--- src/rtl/gpfa_pkg.sv ---
`timescale 1ns / 1ps
package gpfa_pkg;

    localparam int POSITION_BITS = 32;
    localparam int POS_W = (POSITION_BITS > 32) ? 32 : POSITION_BITS;
    localparam int DIFF_W = POS_W + 1;
    localparam int MAG_W = POS_W;
    localparam int R2_W = 2 * MAG_W + 2;
    localparam int ROOT_W = 35;
    localparam int DIST_W = 36;
    localparam int CUBE_W = 3 * DIST_W;
    localparam int NUM_W = 2 * MAG_W + 48;
    localparam int QUO_W = NUM_W;
    localparam int CNT_W = 7;

    typedef enum logic [2:0] {
        S_IDLE,
        S_SQRT,
        S_CUBE1,
        S_CUBE2,
        S_DIV,
        S_ACC,
        S_OUT
    } t_state;

    typedef struct packed {
        logic load;
        logic sqrt_step;
        logic cube1;
        logic cube2;
        logic div_init;
        logic div_step;
        logic acc;
        logic emit;
    } t_cmd;

    typedef struct packed {
        logic sqrt_done;
        logic cube_done;
        logic div_done;
        logic last;
    } t_status;

endpackage

--- src/rtl/gpfa_ctrl.sv ---
`timescale 1ns / 1ps
module gpfa_ctrl
    import gpfa_pkg::*;
(
    input  logic    i_clk,
    input  logic    i_rst_n,
    input  logic    i_in_valid,
    output logic    o_in_ready,
    input  logic    i_out_ready,
    output logic    o_out_valid,
    input  t_status i_status,
    output t_cmd    o_cmd
);

    t_state r_state, n_state;

    always_ff @(posedge i_clk) begin
        if (!i_rst_n) begin
            r_state <= S_IDLE;
        end else begin
            r_state <= n_state;
        end
    end

    always_comb begin
        n_state = r_state;
        o_cmd = '0;
        o_in_ready = 1'b0;
        o_out_valid = 1'b0;
        unique case (r_state)
            S_IDLE: begin
                o_in_ready = 1'b1;
                if (i_in_valid) begin
                    o_cmd.load = 1'b1;
                    n_state = S_SQRT;
                end
            end
            S_SQRT: begin
                o_cmd.sqrt_step = 1'b1;
                if (i_status.sqrt_done) n_state = S_CUBE1;
            end
            S_CUBE1: begin
                o_cmd.cube1 = 1'b1;
                n_state = S_CUBE2;
            end
            S_CUBE2: begin
                o_cmd.cube2 = 1'b1;
                if (i_status.cube_done) begin
                    o_cmd.div_init = 1'b1;
                    n_state = S_DIV;
                end
            end
            S_DIV: begin
                o_cmd.div_step = 1'b1;
                if (i_status.div_done) n_state = S_ACC;
            end
            S_ACC: begin
                o_cmd.acc = 1'b1;
                n_state = i_status.last ? S_OUT : S_IDLE;
            end
            S_OUT: begin
                o_out_valid = 1'b1;
                if (i_out_ready) n_state = S_IDLE;
            end
            default: n_state = S_IDLE;
        endcase
    end

endmodule

--- config.mk ---
export PLATFORM = sky130hd
export DESIGN_NAME = gpfa_ctrl
export DESIGN_NICKNAME = d
export VERILOG_FILES = /design/src/rtl/gpfa_pkg.sv /design/src/rtl/gpfa_ctrl.sv
export SDC_FILE = /design/constraint.sdc
export NUM_CORES = 1
export LEC_CHECK = 0
export ABC_CLOCK_PERIOD_IN_PS = 2950
export BUFFER_PORTS_ARGS = -buffer_cell sky130_fd_sc_hd__buf_2
export CAP_MARGIN = 10
export CELL_PAD_IN_SITES_DETAIL_PLACEMENT = 1
export CELL_PAD_IN_SITES_GLOBAL_PLACEMENT = 1
export CORE_AREA = 2 2 39 41
export CTS_CLUSTER_SIZE = 12
export DETAILED_ROUTE_END_ITERATION = 8
export DIE_AREA = 0 0 41 43
export PLACE_DENSITY = 0.68
export SETUP_SLACK_MARGIN = 0.02
export SYNTH_ARGS = -nofsm -noshare
export SYNTH_HDL_FRONTEND = slang
export SYNTH_SLANG_ARGS = --single-unit
--- constraint.sdc ---
create_clock -name i_clk -period 2.95 [get_ports i_clk]
set_clock_uncertainty 0.05 [all_clocks]
set_input_delay 0.59 -clock i_clk [delete_from_list [all_inputs] [get_ports i_clk]]
set_output_delay 0.59 -clock i_clk [all_outputs]
set_load 0.005 [all_outputs]
-- After elaboration in Yosys (flattened, before gate mapping)
Index checks and enable logic that the tools add are counted.
- add/sub/neg operators: 0
- multiply operators: 0
- div/mod/pow operators: 0
- order comparisons: 0
- equality and inequality tests: 11
- shift operators: 0
- muxes and demuxes: 17
- bitwise logic cells: 0
- reductions and logical operators: 2
- operators by type and width (cell ; count):
    one-hot mux 3 bit (7 select lines) ; 1
    2-to-1 mux 3 bit ; 6
    != test 2 bit, second input constant ; 5
    == test 3 bit, second input constant ; 3
    2-to-1 mux 1 bit ; 9
    == test 3 x 2 -> 1 bit, second input constant ; 2
    AND reduction 5 bit ; 1
    == test 3 x 1 -> 1 bit, second input constant ; 1
    logical NOT 3 bit ; 1
    2-to-1 mux 2 bit ; 1
- flip-flop bits (word level): 3
- bits in latches: 0
- RAM bits: 0
- memory bits (read-only): 0
- bits of input ports: 8
- output and inout port bits: 10
- word-level logic and storage cells: 31
- memories: 0

-- Logic depth before layout (Yosys ltp)
- depth after elaboration: 3
- gate-level depth with buffers: 5
- gate-level depth less buffers: 4

-- Least setup slack after synthesis
Ideal clock, no wire load.
- path type: register to output
- start: register r_state[1]
- end: output o_cmd[7] in the netlist's numbering
- arrival time: 869 ps
- slack: 1441 ps
- cell stages (with the launch flop): 4
- cell sequence: dfxtp_1 buf_2 nor3_1 and2_1
- RTL lines (element ; RTL line ; text):
    from (decl) ; gpfa_ctrl.sv:15 ; t_state r_state, n_state;
    from (signal assigned) ; gpfa_ctrl.sv:21 ; r_state <= n_state;
    to (decl) ; gpfa_ctrl.sv:12 ; output t_cmd o_cmd

==> flow_metrics.tcl <==
set metrics [dict create \
    regMostFlops "r_state" \
    insertion_delay_ps 240 \
    cts_resized 0 \
    holdWs_ps 592 \
    dp_worst_setup_slack_ps 1240 \
    grt_pass1_vias 275 \
    m1WireLength_um 297 \
    rows 14 \
    crit_path_end_kind "output port" \
    fmax_ghz 0.512 \
    die_height_um 43 \
    start_kind "flip-flop" \
    worstPathRequired_ps 2310 \
    reg.largest.list "r_state (3)" \
    synth_top_area_share_pct 21.6 \
    clockRootBuffer "clkbuf_4" \
    drtPass1Iterations 3 \
    finalSetupViolCount 0 \
    antenna_left 0 \
    gp_congestion 0.825 \
    layout_setup_ws_ps 998 \
    portBuffers 16 \
    vias_per_cell 4.52 \
    drt_iter0_markers 4 \
    netlist_top_cells_area "dfxtp_1, a21oi_1, mux2i_1" \
    hold_viol 0 \
    netlist.top_cell.by_area "dfxtp_1" \
    powerDensity_nw_per_um2 675 \
    die_area_um2 1760 \
    arrival_ps 1310 \
    hold_class "primary input to flip-flop" \
    finalCritPeriodShare_pct 66.2 \
    fin_nets 64 \
    cts-buffers-inserted 3 \
    final.fill_count 179 \
    critical_path_class "flip-flop to output port" \
    ys.warnings.count 0 \
    wl_met2_um 404 \
    routed.top_layer "met4" \
    largest_reg_flops 3 \
    drc 0 \
    slew_viol_final 0 \
    dpl.hpwl_um 614 \
    p_total_mw 0.258 \
    ys_ff_latch 3 \
    grt_use_total_pct 10.7 \
    io-pin-count 18 \
    drive_gt1_share_pct 40.0 \
    htreeDepth 1 \
    antenna_cells 0 \
    grt_max_degree 15 \
    cp_max_fo 9 \
    clkTransAtPathRegs_ps 40 \
    grt_pass1_wl_um 1220 \
    tns_ps 0 \
    hold_buffers 0 \
    synth_nets 47 \
    maxCapViolations 0 \
    ir_worst_vdd_uv 143 \
    syn2layout_area_growth_pct 37.4 \
    ys_types 21 \
    wl_met3_um 43 \
    vias 321 \
    grt_overflow_total 0 \
    cts_tree "done" \
    cts_buffer_depth 2 \
    multi_input_area_um2 184 \
    antenna_found_initial 0 \
    syn_inst 39 \
    rsz0062_at_grt "no" \
    status "finished, final reports clean" \
    seq_area_um2 60.1 \
    avgRoutedWirePerCell_um 10.7 \
    cts_sinks 3 \
    post-cts-setup-buffer-count 0 \
    core_um2 1380 \
    wl_um 757 \
    die_w_um 41 \
    initial_core_util_pct 20.1 \
    netlist_area_um2 278 \
    p_leak_nw 0.192 \
    postSynthAreaPerCell_um2 7.12 \
    yosysSeqAreaShare_pct 21.6 \
    period_needed_ps 1950 \
]
-- cell type report --
cell class | count | share of cell area [%]
Clock buffer | 4 | 6.89
Inverter | 3 | 2.95
Multi-Input combinational cell | 29 | 48.2
Sequential cell | 3 | 15.7
Tap cell | 16 | 5.25
Timing Repair Buffer | 16 | 21.0
-- kinds of logic (layout without fill, tap and decap cells) --
family | count (synthesis) | after routing | share of synthesized area (%)
mux | 2 | 2 | 7.21
simple gates | 16 | 16 | 36.0
compound gates | 10 | 10 | 21.6
other cells | 1 | 1 | 1.35
flops | 3 | 3 | 21.6
buf+inv | 7 | 23 | 12.2
-- cells in the final DEF, fill, tap and decap left out, drive strengths merged --
master and count:
nor2b 4, nand2b 1, inv 3, clkbuf 4, nor3 3, and3 1
nor4 1, a311oi 1, mux2i 2, a211oi 1, buf 16, nor2 1
conb 1, nand2 1, dfxtp 3, and2 3, nor3b 1, o21ai 1
a21oi 7
-- power breakdown --
group / switching [mW] / total, mW / internal, mW / leakage, nW
clock: 0.0227 / 0.0735 / 0.0508 / 0.0150
combinational: 0.0485 / 0.106 / 0.0570 / 0.152
sequential: 0.0282 / 0.0786 / 0.0504 / 0.0247
total: 0.0995 / 0.258 / 0.158 / 0.192
-- synth_stat cells --
cell / n
a21oi_1: 6
and2_1: 3
buf_2: 3
dfxtp_1: 3
inv_1: 3
nor2b_1: 3
nor3_1: 3
mux2i_1: 2
a211oi_1: 1
a21oi_2: 1
a311oi_1: 1
and3_1: 1
buf_4: 1
conb_1: 1
nand2_1: 1
nand2b_1: 1
nor2_1: 1
nor2b_2: 1
nor3b_2: 1
nor4_1: 1
o21ai_1: 1
-- metal layers --
metal	up-vias	global-route usage (%)
met2	11	16.3
li1	167	-
met5	-	0
met1	141	12.8
met3	2	1.57
met4	0	8.00
-- path summary, 6_finish.rpt --
kind | slack (ps) | depth (start not counted) | startpoint | endpoint
worst max-delay path | 1000 | 3 | r_state[0] | o_cmd[4]
worst min-delay path | 590 | 3 | i_rst_n | r_state[2]
worst max register to register | 1480 | 4 | r_state[1] | r_state[1]
worst min register to register | 660 | 2 | r_state[0] | r_state[1]
-- per-stage QoR --
stage                     util [%]  area (um^2)  cells
after global placement        25.7          355     67
final                         27.6          382     71
after floorplan                  -          278     39
after global routing          27.6          382     71
after CTS                     27.6          382     71
after detailed placement      25.7          355     67
-- worst max-delay path: stages, from the launching register on --
cell and delay, ps:
dfxtp_1 480, nor2b_2 290, and2_1 190, buf_2 120
(Power assumes the default switching activity.)
